$ cat config.mk
export PLATFORM = sky130hd
export DESIGN_NAME = dpbf_div_cell
export DESIGN_NICKNAME = d
export VERILOG_FILES = /design/src/rtl/core/dpbf_div_cell.sv
export SDC_FILE = /design/constraint.sdc
export NUM_CORES = 1
export LEC_CHECK = 0
export ABC_CLOCK_PERIOD_IN_PS = 2800
export BUFFER_PORTS_ARGS = -buffer_cell sky130_fd_sc_hd__buf_4
export CORE_MARGIN = 4
export CORE_UTILIZATION = 52
export CTS_BUF_LIST = sky130_fd_sc_hd__clkbuf_4
export DETAILED_ROUTE_END_ITERATION = 10
export PLACE_DENSITY = 0.82
export SYNTH_ARGS = -nofsm -noshare
export SYNTH_HDL_FRONTEND = slang
export SYNTH_SLANG_ARGS = --single-unit
$ cat constraint.sdc
create_clock -name i_clk -period 2.8 [get_ports i_clk]
set_clock_uncertainty 0.1 [all_clocks]
set_input_delay 0.14 -clock i_clk [delete_from_list [all_inputs] [get_ports i_clk]]
set_output_delay 0.14 -clock i_clk [all_outputs]
set_load 0.05 [all_outputs]
$ cat src/rtl/core/dpbf_div_cell.sv
// ----------------------------------------------------------------------------
// dpbf_div_cell
// One restoring division step, registered toward the next cell.
// ----------------------------------------------------------------------------
module dpbf_div_cell #(
    parameter int FRAC_BITS = 16,
    parameter int DDW       = 37
) (
    input  logic                 i_clk,
    input  logic                 i_rst_n,
    input  logic                 i_en,
    input  logic                 i_valid,
    input  logic [DDW:0]         i_rem,
    input  logic [DDW-1:0]       i_div,
    input  logic [FRAC_BITS-1:0] i_quo,
    input  logic                 i_sat,
    output logic                 o_valid,
    output logic [DDW:0]         o_rem,
    output logic [DDW-1:0]       o_div,
    output logic [FRAC_BITS-1:0] o_quo,
    output logic                 o_sat
);
    logic [DDW:0] shifted;
    logic         ge;

    logic                 r_valid, r_sat;
    logic [DDW:0]         r_rem;
    logic [DDW-1:0]       r_div;
    logic [FRAC_BITS-1:0] r_quo;

    // remainder stays below divisor, so the doubled value fits
    assign shifted = {i_rem[DDW-1:0], 1'b0};
    assign ge      = (shifted >= {1'b0, i_div});

    always_ff @(posedge i_clk) begin
        if (!i_rst_n) begin
            r_valid <= 1'b0;
        end else if (i_en) begin
            r_valid <= i_valid;
        end
    end

    always_ff @(posedge i_clk) begin
        if (i_en) begin
            r_rem <= ge ? shifted - {1'b0, i_div} : shifted;
            r_div <= i_div;
            r_quo <= {i_quo[FRAC_BITS-2:0], ge};
            r_sat <= i_sat;
        end
    end

    assign o_valid = r_valid;
    assign o_rem   = r_rem;
    assign o_div   = r_div;
    assign o_quo   = r_quo;
    assign o_sat   = r_sat;
endmodule

Yosys cells after proc, flatten, opt, wreduce, memory -nomap -nowiden
Index checks and enable logic that the tools add are counted.

storage, ports and cells
  register bits after elaboration = 93
  bits in latches = 0
  memory bits (writable) = 0
  bits in read-only memories = 0
  output and inout port bits = 93
  logic and storage cells = 9
  memories kept = 0

cells by class
  $add $sub $neg = 1
  multiply operators = 0
  divide/modulo/power cells = 0
  magnitude comparators = 1
  equality and inequality tests = 0
  shifts and indexed selects = 0
  multiplexer cells = 1
  bitwise gates (word level) = 0
  reductions and logical operators = 0

operator list
  cell                            count
  >= comparator 38 x 37 -> 1 bit  1
  2-to-1 mux 38 bit               1
  subtractor 38 x 37 -> 38 bit    1

Logic depth before layout (Yosys ltp)
  depth after elaboration = 2
  depth in mapped cells = 14

Worst setup path before layout
No wires, ideal clock.

  path kind = input -> register
  start point = input i_div[12]
  end point = register r_rem[21] (netlist: o_rem[21]) (data pin)
  library setup time = 0.267 ns
  arrival = 2.163 ns
  required time = 2.433 ns
  path slack = 0.270 ns
  stages on the path = 14
  path through = inv_1 -> ha_1 -> clkbuf_1 -> a211o_1 -> o22a_1 -> nand2_1 -> a311oi_1 -> o21ai_1 -> a21boi_2 -> nor2_2 -> buf_2 -> buf_4 -> nand2_1 -> o21ai_0

between the ends
  longest elaborated chain between the ends = 2

ends and longest elaborated chain
  item                                                                            RTL line  source
  from (decl)                                                                     14        input logic [DDW-1:0] i_div,
  subtractor 38 x 37 -> 38 bit or >= comparator 38 x 37 -> 1 bit (tied branches)  45, 33
  2-to-1 mux 38 bit (*)                                                           45        r_rem <= ge ? shifted - {1'b0, i_div} : shifted;
  to (signal assigned)                                                            45
  to (decl)                                                                       27        logic [DDW:0] r_rem;

Every way passes the cells marked *; elsewhere a longest branch is shown, timed or not.
A chain may end at the register's enable or synchronous reset.

Worst setup path after layout
  start point = input i_div[13]
  end point = register r_rem[25] (netlist: o_rem[25]) (data pin)

Same word-level chain as after synthesis.

==> results.py <==
metrics = {
    "timing": {
        "setup_violations": 0,
        "finalCritPeriodShare": 0.9936,
        "period_needed_ps": 2782,
        "slew_headroom": 0.6112,
        "hold_viol_final": 0,
        "slew_violations": 0,
        "hold_ws_ps": 70.64,
        "max_freq_mhz": 359.4,
        "rsz0062_at_grt": "true",
        "worst-slew-pin-transition_ps": 583.3,
    },
    "cts": {
        "numCtsBuffers": 9,
        "path_clk_slew_ps": 140,
        "clock_latency_ps": 430,
        "cts_tree": "done",
        "cts_sinks": 93,
        "clk_path_buf_depth": 2,
        "cts_max_level": 3,
        "root_buffer": "clkbuf_4",
    },
    "layout": {
        "regArea_um2": 2783,
        "syn2layout_area_growth_pct": 52.43,
        "final_layout_size_suffix_gt1_frac": 0.3385,
        "multiInputGateArea_um2": 2454,
        "fillCellCount": 632,
        "post-route-util": 0.8157,
        "layout.nets": 965,
    },
    "setup_path": {
        "reg2reg_slack_ps": 1540,
        "r2r-end": "o_valid",
        "cp-end-kind": "flip-flop",
        "crit_fanout": 5,
        "cp-start-kind": "primary input",
        "crit_end": "o_rem[25]",
        "crit_type": "primary input to flip-flop",
        "required_ps": 2890,
        "crit_chain": "dlygate4sd3_1, buf_4, inv_1, ha_4, buf_4, a21o_1, a21oi_1, o211a_1, a21oi_2, buf_4, buf_4, a21bo_2, a21oi_1, xor2_1, o21ai_0",
        "crit_path_start": "i_div[13]",
        "path_common_cell": "buf_4",
        "r2r_start": "o_valid",
        "slowest_stage": "dlygate4sd3_1",
        "crit_arrival_ps": 2880,
        "reg2reg_depth": 3,
        "slowest_delay_ps": 550,
    },
    "grt": {
        "antenna_found_initial": 1,
        "grt_pass1_vias": 5317,
        "overflow": 0,
        "grt_pass1_wl_um": 26150,
        "grt_use_total": 0.2573,
        "grt_start_max_net_pins": 53,
    },
    "drt": {
        "wl_um": 16310,
        "vias_per_cell": 5.327,
        "ant_nets": 0,
        "drc": 0,
        "drtIter0Drc": 280,
        "firstDrtPassIters": 7,
        "via_count": 5183,
        "wl_per_cell_um": 16.77,
    },
    "yosys": {
        "ys_ff_latch": 93,
        "ys.flop_type": "edfxtp_1",
        "synth_cell_type_count": 66,
        "synthTopCellsByArea": "edfxtp_1 50%, ha_1 8.4%, o21ai_0 5.0%, nand2_1 3.7%, inv_1 3.4%",
        "synth_top_area_frac": 0.5001,
        "yosysTopAreaCell": "edfxtp_1",
        "avgSynthCellArea_um2": 10.77,
        "syn_nets": 647,
        "ys_top_cells_by_count": "92 x edfxtp_1, 55 x o21ai_0, 54 x nand2_1, 50 x inv_1, 37 x ha_1",
        "synth_cells": 513,
        "synth_edf_count": 92,
        "syn-cell-area_um2": 5524,
        "synthArstFlopShare": 0,
        "ys_warn_count": 0,
        "synth.most_common_cell": "edfxtp_1",
        "synth-seq-area-share": 0.5037,
    },
    "power_and_ir_drop": {
        "irDropWorstVdd_uv": 286.3,
        "leakagePower_nw": 3.769,
        "powerDensity_nw_per_um2": 499.1,
    },
    "placed_design": {
        "gp_congestion": 0.8871,
        "io_buffers": 186,
        "dp_hpwl_um": 11080,
    },
    "hold_path": {
        "min_path_type": "primary input to flip-flop",
    },
    "die": {
        "num_io_pins": 189,
        "placeableCoreArea_um2": 10320,
        "die_h_um": 111.1,
        "core.rowCount": 37,
        "fp.dieW_um": 111.1,
        "initial_utilization": 0.5351,
        "dieArea_um2": 12340,
    },
    "outcome": {
        "status": "complete, no violations",
    },
    "run": {
        "cap_viol_max_count": 0,
    },
}
## where the power goes
| group | leakage (nW) | internal, W | total (W) | switching (W) |
|---|---|---|---|---|
| Sequential | 0.908 | 0.00172 | 0.00177 | 0.0000502 |
| Clock | 0.0624 | 0.000178 | 0.000636 | 0.000459 |
| Combinational | 2.80 | 0.000691 | 0.00179 | 0.00110 |
| Total | 3.77 | 0.00259 | 0.00420 | 0.00161 |
## what timing repair did
action | CTS | global route
hold endpoints to repair | 90 | 1
resized for setup | 0 | 20
endpoints found under the setup margin | 0 | 38
hold buffers | 91 | 1
buffers inserted | 0 | 5
## cell usage in the layout, fill, tap and decap left out, drive strengths merged, types with 2 or more instances in the layout
cell / netlist / routed
buf: 7 / 236
edfxtp: 92 / 92
dlygate4sd3: 0 / 91
o21ai: 60 / 60
nand2: 54 / 54
inv: 51 / 51
ha: 37 / 37
a21oi: 33 / 33
nor2: 24 / 24
xnor2: 20 / 20
a21o: 17 / 17
xor2: 14 / 14
nand3: 11 / 11
clkbuf: 9 / 9
a31oi: 9 / 9
nand4: 8 / 8
clkinv: 0 / 7
nor2b: 6 / 6
o21bai: 6 / 6
nor3: 5 / 5
a211oi: 5 / 5
nand2b: 4 / 4
nor4: 3 / 3
o21a: 3 / 3
o211ai: 3 / 3
and3: 3 / 3
o41ai: 2 / 2
mux2i: 2 / 2
mux2: 2 / 2
a21boi: 2 / 2
## cell type report
cell class / count / area share
clock inverters: 7 / 0.005052
well taps: 136 / 0.02021
clock buffers: 9 / 0.008024
diodes: 1 / 0.0002972
inverters: 51 / 0.02273
repair buffers: 327 / 0.3218
flip-flops and latches: 93 / 0.3305
multi-input cells: 349 / 0.2914
## stage by stage
| step | cell area [um^2] | total power (W) | setup TNS [ps] | setup slack (ps) | instances |
|---|---|---|---|---|---|
| after global placement | 7276 | 0.003402 | -233.5 | -113.7 | 860 |
| after floorplan | 5524 | 0.002881 | 0 | 269.9 | 513 |
| after global routing | 8421 | 0.004406 | -144.2 | -33.47 | 973 |
| final | 8421 | 0.004203 | 0 | 17.89 | 973 |
| after CTS | 8297 | 0.004152 | 0 | 1.379 | 967 |
| after detailed placement | 7276 | 0.003434 | -2359 | -151.2 | 860 |
## worst min-delay path by stage
stage | endpoint | start | depth (start not counted)
finish | o_rem[33] | i_rem[32] | 3
global route | o_rem[33] | i_rem[32] | 3
CTS | o_rem[33] | i_rem[32] | 3
detailed placement | o_sat | i_sat | 1
global placement | o_quo[14] | i_quo[13] | 1
floorplan | o_div[0] | i_div[0] | 0
## critical path: cells and delay by family
| family | cells | cell delay (ps) |
|---|---|---|
| AO/OA/AOI/OAI | 7 | 1160 |
| XOR/XNOR | 1 | 160 |
| buffers and inverters | 6 | 1190 |
| adder cells (fa/ha/maj) | 1 | 210 |
## cells by family after synthesis
family	count (synthesis)	synth area share
AO/OA/AOI/OAI	150	0.1769
adder cells (fa/ha/maj)	38	0.08743
XOR/XNOR	34	0.05391
multiplexers	4	0.007701
flip-flops	93	0.5037
AND/OR/NAND/NOR	123	0.1049
buffers and inverters	71	0.06545
## routing by layer
layer	up-vias	share of wire	track usage
met4	0	0.018	0.08435
met2	209	0.53	0.4729
met1	2458	0.38	0.2976
li1	2488	-	-
met5	-	0	0
met3	28	0.066	0.05404
## flip-flops by register name, summed over array words and instances (netlist names)
register	count
o_div	37
o_sat	1
o_valid	1
o_rem	38
o_quo	16
Note: power is estimated with default switching activity, not from simulation.
