$ cat src/rtl/core/dpbf_pkg.sv
// ----------------------------------------------------------------------------
// dpbf_pkg
// Shared constants of the displaced-phase blend factor unit.
// ----------------------------------------------------------------------------
package dpbf_pkg;

    // phase slots carried by every input beat
    localparam int N_SLOTS = 3;

    // configuration register indexes
    localparam logic [2:0] REG_FULL_0    = 3'd0;
    localparam logic [2:0] REG_PARTIAL_0 = 3'd1;
    localparam logic [2:0] REG_FULL_1    = 3'd2;
    localparam logic [2:0] REG_PARTIAL_1 = 3'd3;
    localparam logic [2:0] REG_FULL_2    = 3'd4;
    localparam logic [2:0] REG_PARTIAL_2 = 3'd5;
    localparam logic [2:0] REG_MASK      = 3'd6;

    // target phase codes
    localparam logic [1:0] PH_0 = 2'd0;
    localparam logic [1:0] PH_1 = 2'd1;
    localparam logic [1:0] PH_2 = 2'd2;

endpackage

$ cat src/rtl/core/dpbf_front.sv
// ----------------------------------------------------------------------------
// dpbf_front
// Ramp terms, denominator sum, num/den products and saturation compare.
// ----------------------------------------------------------------------------
module dpbf_front #(
    parameter int PHASE_COUNT = 3,
    parameter int FRAC_BITS   = 16,
    parameter int W           = FRAC_BITS + 1,
    parameter int DDW         = 2 * W + 3
) (
    input  logic                 i_clk,
    input  logic                 i_rst_n,
    input  logic                 i_en,
    input  logic                 i_valid,
    input  logic [W-1:0]         i_alpha [dpbf_pkg::N_SLOTS],
    input  logic [1:0]           i_target,
    input  logic [W-1:0]         i_full [dpbf_pkg::N_SLOTS],
    input  logic [W-1:0]         i_partial [dpbf_pkg::N_SLOTS],
    input  logic [2:0]           i_mask,
    output logic                 o_valid,
    output logic [DDW:0]         o_rem,
    output logic [DDW-1:0]       o_div,
    output logic                 o_sat
);
    localparam int DW = W + 3;
    localparam int NW = 2 * W;

    // stage 1: captured beat
    logic         r_v1;
    logic [W-1:0] r_x1 [dpbf_pkg::N_SLOTS];
    logic [1:0]   r_t1;

    // stage 2: terms
    logic          r_v2, r_part2, r_zero2;
    logic [DW-1:0] r_den2;
    logic [W-1:0]  r_a2, r_fp2;
    logic [W:0]    r_lin2;

    // stage 3: products
    logic           r_v3, r_zero3;
    logic [NW-1:0]  r_n3;
    logic [DDW-1:0] r_d3;

    logic [DDW:0]   r_rem4;
    logic [DDW-1:0] r_div4;
    logic           r_v4, r_sat4;

    logic [W-1:0]  fe [dpbf_pkg::N_SLOTS];
    logic [W:0]    term [dpbf_pkg::N_SLOTS];
    logic [DW-1:0] n_den;
    logic [W-1:0]  xt, pt, ft;
    logic          disp;

    always_comb begin
        n_den = '0;
        for (int i = 0; i < dpbf_pkg::N_SLOTS; i++) begin
            fe[i] = (i_full[i] > i_partial[i]) ? i_full[i] : i_partial[i];
            if (r_x1[i] <= i_partial[i]) begin
                term[i] = '0;
            end else if (r_x1[i] <= fe[i]) begin
                term[i] = {1'b0, r_x1[i] - i_partial[i]};
            end else begin
                term[i] = {r_x1[i], 1'b0} - {1'b0, i_partial[i]} - {1'b0, fe[i]};
            end
            if (i_mask[i] && (i < PHASE_COUNT)) begin
                n_den = n_den + DW'(term[i]);
            end
        end
        xt   = '0;
        pt   = '0;
        ft   = '0;
        disp = 1'b0;
        case (r_t1)
            dpbf_pkg::PH_0: begin
                xt = r_x1[0]; pt = i_partial[0]; ft = fe[0]; disp = i_mask[0];
            end
            dpbf_pkg::PH_1: begin
                xt = r_x1[1]; pt = i_partial[1]; ft = fe[1]; disp = i_mask[1];
            end
            dpbf_pkg::PH_2: begin
                xt = r_x1[2]; pt = i_partial[2]; ft = fe[2];
                disp = i_mask[2] && (PHASE_COUNT > 2);
            end
            default: begin
                disp = 1'b0;
            end
        endcase
    end

    logic [NW-1:0]  n_num;
    logic [DDW-1:0] n_dd;
    logic           n_sat;

    always_comb begin
        n_num = r_part2 ? NW'(r_a2 * r_a2) : NW'(r_lin2);
        n_dd  = r_part2 ? DDW'(r_fp2 * r_den2) : DDW'(r_den2);
        n_sat = ({{(DDW-NW){1'b0}}, r_n3} >= r_d3);
    end

    always_ff @(posedge i_clk) begin
        if (!i_rst_n) begin
            r_v1 <= 1'b0;
            r_v2 <= 1'b0;
            r_v3 <= 1'b0;
            r_v4 <= 1'b0;
        end else if (i_en) begin
            r_v1 <= i_valid;
            r_v2 <= r_v1;
            r_v3 <= r_v2;
            r_v4 <= r_v3;
        end
    end

    always_ff @(posedge i_clk) begin
        if (i_en) begin
            r_x1    <= i_alpha;
            r_t1    <= i_target;
            r_den2  <= n_den;
            r_a2    <= xt - pt;
            r_fp2   <= ft - pt;
            r_lin2  <= {xt, 1'b0} - {1'b0, pt} - {1'b0, ft};
            r_part2 <= (xt <= ft);
            r_zero2 <= !disp || (xt <= pt);
            r_zero3 <= r_zero2;
            r_n3    <= n_num;
            r_d3    <= n_dd;
            // zero or saturated beats run through the divider as 0/1
            if (r_zero3 || n_sat) begin
                r_rem4 <= '0;
                r_div4 <= DDW'(1);
            end else begin
                r_rem4 <= (DDW+1)'(r_n3);
                r_div4 <= r_d3;
            end
            r_sat4 <= n_sat && !r_zero3;
        end
    end

    // the product stage reads stage-2 terms; part flag moves with them
    assign o_valid = r_v4;
    assign o_rem   = r_rem4;
    assign o_div   = r_div4;
    assign o_sat   = r_sat4;
endmodule

$ cat config.mk
export PLATFORM = sky130hd
export DESIGN_NAME = dpbf_front
export DESIGN_NICKNAME = d
export VERILOG_FILES = /design/src/rtl/core/dpbf_pkg.sv /design/src/rtl/core/dpbf_front.sv
export SDC_FILE = /design/constraint.sdc
export NUM_CORES = 2
export LEC_CHECK = 0
export BUFFER_PORTS_ARGS = -buffer_cell sky130_fd_sc_hd__clkbuf_2
export CAP_MARGIN = 5
export CORE_MARGIN = 5
export CORE_UTILIZATION = 40
export DETAILED_ROUTE_END_ITERATION = 7
export HOLD_SLACK_MARGIN = 0.03
export PLACE_DENSITY_LB_ADDON = 0.12
export SETUP_SLACK_MARGIN = 0.3
export SYNTH_ARGS = -nofsm -noshare
export SYNTH_HDL_FRONTEND = slang
export SYNTH_SLANG_ARGS = --single-unit
$ cat constraint.sdc
create_clock -name i_clk -period 16.4 [get_ports i_clk]
set_input_delay 0.82 -clock i_clk [delete_from_list [all_inputs] [get_ports i_clk]]
set_output_delay 0.82 -clock i_clk [all_outputs]
set_load 0.005 [all_outputs]
After elaboration in Yosys (flattened, before gate mapping)

Index checks and enable logic that the tools add are counted.

Memories: 0
Register bits: 279
Word-level logic and storage cells: 78
Output and inout port bits: 77
Latch bits: 0
ROM bits: 0
RAM bits: 0
Bits of input ports: 162

Muxes and demuxes: 18
Multipliers: 2
Shift-type cells: 0
Divide/modulo/power cells: 0
Bitwise logic cells: 0
Add/sub/neg operators: 15
Reductions and logical operators: 6
Order comparisons: 12
Eq/ne operators: 2

Operators with widths:

| kind                                                                   | number |
|---|---|
| 17-bit case mux with 3 select lines                                    | 3 |
| 18-bit two-way mux                                                     | 8 |
| 18-bit by 17-bit subtractor with 18-bit output                         | 8 |
| 17-bit less-or-equal comparator                                        | 8 |
| 17-bit subtractor                                                      | 5 |
| 20-bit two-way mux                                                     | 3 |
| 17-bit greater-than comparator                                         | 3 |
| 17-bit two-way mux                                                     | 3 |
| 20-bit by 18-bit adder with 20-bit output                              | 2 |
| 34-bit by 37-bit greater-or-equal comparator with 1-bit output         | 1 |
| 17-bit by 20-bit multiplier with 37-bit output                         | 1 |
| 17-bit by 17-bit multiplier with 34-bit output                         | 1 |
| 1-bit case mux with 3 select lines                                     | 1 |
| 2-bit by 1-bit equality test with 1-bit output (second input constant) | 1 |
| 2-bit equality test (second input constant)                            | 1 |
| 1-bit zero test                                                        | 2 |
| 2-bit zero test                                                        | 1 |
| 1-bit logical OR                                                       | 2 |
| 1-bit logical AND                                                      | 1 |

Longest topological paths before layout

Word-level depth: 10
Depth in mapped cells: 44
Depth with buffers taken out: 40

Least setup slack after synthesis

No wires, ideal clock.

Kind: input to register
Start: input i_partial[18] (netlist name)
End: register r_den2[16], data pin
Library setup time: 261 ps
Stages on the path: 41
Slack: 7725 ps
Path buffers: 4
Data arrival time: 8414 ps
Path through: inv_1 > ha_1 > and4_1 > a21oi_1 > a21oi_1 > o311ai_2 > o211ai_2 > and2_0 > clkbuf_1 > buf_2 > clkbuf_1 > o21ai_0 > inv_1 > ha_1 > nand3_1 > o21bai_1 > a21oi_1 > a211oi_1 > [... 5 more ...] > inv_1 > fa_1 > nor2b_1 > o31ai_1 > a21oi_1 > a21oi_1 > o21bai_1 > a21oi_1 > xnor2_1 > mux2_2 > ha_1 > or4_1 > a21o_1 > a41oi_1 > o21ai_1 > xnor2_1 > nor2_1 > a221o_1

Longest elaborated chain between the ends: 9

RTL lines:

| what                                                                                                     | line                               | source |
|---|---|---|
| start, declared                                                                                          | dpbf_front.sv:18                   | `input logic [W-1:0] i_partial [dpbf_pkg::N_SLOTS],` |
| 17-bit greater-than comparator                                                                           | dpbf_front.sv:57                   | `fe[i] = (i_full[i] > i_partial[i]) ? i_full[i] : i_partial[i];` |
| 17-bit two-way mux                                                                                       | dpbf_front.sv:57                   |  |
| 18-bit by 17-bit subtractor with 18-bit output / 17-bit less-or-equal comparator (equally long branches) | dpbf_front.sv:63, dpbf_front.sv:60 |  |
| 18-bit two-way mux                                                                                       | dpbf_front.sv:60                   | `end else if (r_x1[i] <= fe[i]) begin` |
| 18-bit two-way mux *                                                                                     | dpbf_front.sv:58                   | `if (r_x1[i] <= i_partial[i]) begin` |
| 20-bit by 18-bit adder with 20-bit output *                                                              | dpbf_front.sv:66                   | `n_den = n_den + DW'(term[i]);` |
| 20-bit two-way mux *                                                                                     | dpbf_front.sv:65                   | `if (i_mask[i] && (i < PHASE_COUNT)) begin` |
| 20-bit by 18-bit adder with 20-bit output                                                                | dpbf_front.sv:66                   |  |
| 20-bit two-way mux *                                                                                     | dpbf_front.sv:65                   |  |
| via n_den[16]                                                                                            | dpbf_front.sv:50                   | `logic [DW-1:0] n_den;` |
| end signal, assigned                                                                                     | dpbf_front.sv:118                  | `r_den2 <= n_den;` |
| end, declared                                                                                            | dpbf_front.sv:35                   | `logic [DW-1:0] r_den2;` |

The timed path passes the listed nets; every way through them passes the cells marked *.
A chain may end at the register's enable or synchronous reset.

Worst setup path after layout

Same ends and word-level chain as after synthesis.

==> results by group <==
STA
  – Final Skew: 0.0260 ns
  – Pins Over Slew Limit: 0
  – Final setup viols: 0
  – Worst slew margin: 13.9%
  – WHS: 0.396 ns
  – Maximum clock frequency: 0.105 GHz
  – RSZ-0062 raised after global routing: false
  – Final Hold Fails: 0
  – Setup TNS: 0 ns
  – Min Clock Period, post-route: 9.56 ns
  – Worst-Margin Slew: 1.27 ns
  – Fin crit share: 58.3%

Global routing
  – Total Routing Usage GR: 25.2%
  – Pin count of the biggest net entering global routing: 81
  – First-pass GRT wire length: 233,000 microns
  – Initial antenna violation count: 2
  – Vias in the first global route: 37.3k
  – Total gr overflow: 0

Hold path
  – Hold path cells: 1
  – HP Class: input pin to flip-flop

Synth
  – Register area share after synthesis: 17.9%
  – Netlist cell types: 90
  – Syn avg cell area: 9.13 sq um
  – Top_reg_cell synth: edfxtp_1
  – Yosys Warn Count: 0
  – Number of flops mapped to enable cells by yosys: 270
  – Synthesized cell area: 0.0458 sq mm
  – Mapped Cells: 5,014
  – Fraction of registers with async set or reset after synthesis: 0%
  – Synthesized flop and latch total: 274

Floorplan
  – Die Y: 348 microns
  – # IOs: 239
  – Die ar.: 0.121 sq mm
  – Die W: 348 microns
  – Row cnt: 124
  – Placeable Area: 0.114 sq mm
  – Initial Utilization: 40.2%

Clock network
  – CTS tree: done
  – Root Driver: clkbuf_16
  – Clock transition at path regs: 0.06 ns
  – CTS buffer count: 36
  – Number of setup buffers added after CTS: 0
  – Level count of the clock H-tree: 2
  – Post-CTS Hold Fix Bufs: 0
  – Clock tree buffer depth: 3
  – Clock Latency Late Sink: 0.60 ns
  – CTS Sinks: 274
  – CTS resizes: 0

Route
  – # DRC: 0
  – Routed WL: 153,000 microns
  – Vias: 35.9k
  – DR vias/cell: 5.36
  – Router iterations before antenna repair: 5
  – WL/cell: 22.9 microns
  – Final ANT Viol Nets: 0
  – Iter 0 DRT Violations: 2,456

Final layout
  – Area grow syn2layout: 8.62%
  – Post-Route Utilization: 43.6%
  – Final Non-Filler Cells: 6,700
  – Final nets: 6,434
  – Number of diodes: 0
  – Layout fillers: 11.4k
  – Share of post-route cells with drive strength above 1: 8.13%

Setup path
  – Critical Path Most Common Cell: a21oi_1
  – Critical path required time: 16.74 ns
  – WS Path Type: input pin to flip-flop
  – CP Capture Type: flip-flop
  – Worst R2R Path Depth: 28
  – CP peak stage delay: 1.04 ns
  – Slowest CP cell: o311ai_0
  – CP max FO: 32
  – Startpoint types: input pin
  – Worst path arrival time: 9.90 ns

Placed design
  – Placer Congestion: 1.02
  – Placed instance count: 6,635
  – Detailed placement HPWL: 127,000 microns
  – I/O Buffers: 234

Job
  – Max-Cap Viols: 0

Outcome
  – Outcome: complete, no violations
[metrics by stage]
step / cell area, sq um / setup slack, ns
after floorplan: 45800 / 7.73
after global placement: 48500 / 6.66
after detailed placement: 48500 / 6.36
after CTS: 49700 / 6.99
after global routing: 49700 / 6.13
final: 49700 / 6.84
[cells in the mapped netlist, types with 13 or more instances]
library cell	count	area, sq um
a211oi_1	38	285
a21o_1	138	1040
a21oi_1	232	1160
a31oi_1	29	181
and2_1	259	1620
and3_1	23	144
buf_1	14	52.6
buf_2	13	65.1
clkbuf_1	130	488
edfxtp_1	270	8110
fa_1	532	10700
ha_1	579	7240
inv_1	959	3600
mux2_2	57	642
mux2i_1	80	801
nand2_1	406	1520
nand2b_1	35	219
nand3_1	77	385
nand4_1	44	275
nor2_1	252	946
nor2b_1	59	369
nor3_1	51	255
o211a_1	19	190
o21a_1	47	353
o21ai_0	129	646
o21ai_1	14	70.1
o21bai_1	24	180
o22ai_1	15	93.8
o31ai_1	27	203
o32a_1	16	160
o32ai_1	18	158
or3_1	24	150
xnor2_1	129	1130
xor2_1	65	569
[layer usage]
metal  vias up  global-route usage, %  part of all wire (%)
met5         -                      0                0.0085
met2      1071                   41.2                    45
met3       235                   3.10                   5.0
met1     17700                   33.9                    45
li1      16900                      -                     -
met4         2                   10.3                   5.0
[final cells by class]
type / count / area [sq um] / area share (%)
multi-input cells: 3619 / 33400 / 67.1
flip-flops and latches: 274 / 8190 / 16.5
inverters: 960 / 3600 / 7.24
well taps: 1512 / 1890 / 3.80
repair buffers: 270 / 1450 / 2.92
clock buffers: 42 / 933 / 1.88
clock inverters: 23 / 309 / 0.621
[sequential cells by signal (all words and copies together) (netlist names)]
signal   flops
r_fp2       17
r_zero2      1
r_d3        37
o_div       37
r_n3        34
o_valid      1
o_sat        1
r_v1         1
r_lin2      17
r_x1        51
r_part2      1
r_zero3      1
r_t1         2
r_a2        17
o_rem       34
r_den2      20
r_v3         1
r_v2         1
[worst max-delay path, delay by kind of cell]
kind / cells / cell delay (ns)
and+or+nand+nor: 8 / 1.40
adders and majority gates: 5 / 1.55
muxes: 1 / 0.29
xor gates and xnor gates: 2 / 0.28
buffers and inverters: 6 / 1.00
AOI/OAI and AO/OA: 18 / 4.51
[final timing paths]
kind                endpoint  slack (ns)     startpoint
setup / recovery  r_den2[16]        6.84  i_partial[18]
hold / removal      r_x1[16]        0.40    i_alpha[16]
setup reg to reg  r_den2[16]        9.15       r_x1[21]
hold reg to reg      r_zero3        0.49        r_zero2
[cells by family after synthesis]
group	synth area share [%]
compound gates	12.9
xor+xnor	3.71
fa+ha+maj	39.1
buf+inv	9.31
flops	17.9
mux	3.18
other cells	0.00819
simple gates	14.0
[layout by cell type (no fill, tap or decap), types with 138 or more instances in the layout]
master and count:
a21oi_1 232, a21o_1 138, and2_1 259, fa_1 532
inv_1 959, edfxtp_1 270, clkbuf_2 233, ha_1 579
nand2_1 406, nor2_1 252
Power is left out: the tool's default activity adds up to more than one toggle a clock period on the data nets, which glitch-free logic cannot reach.
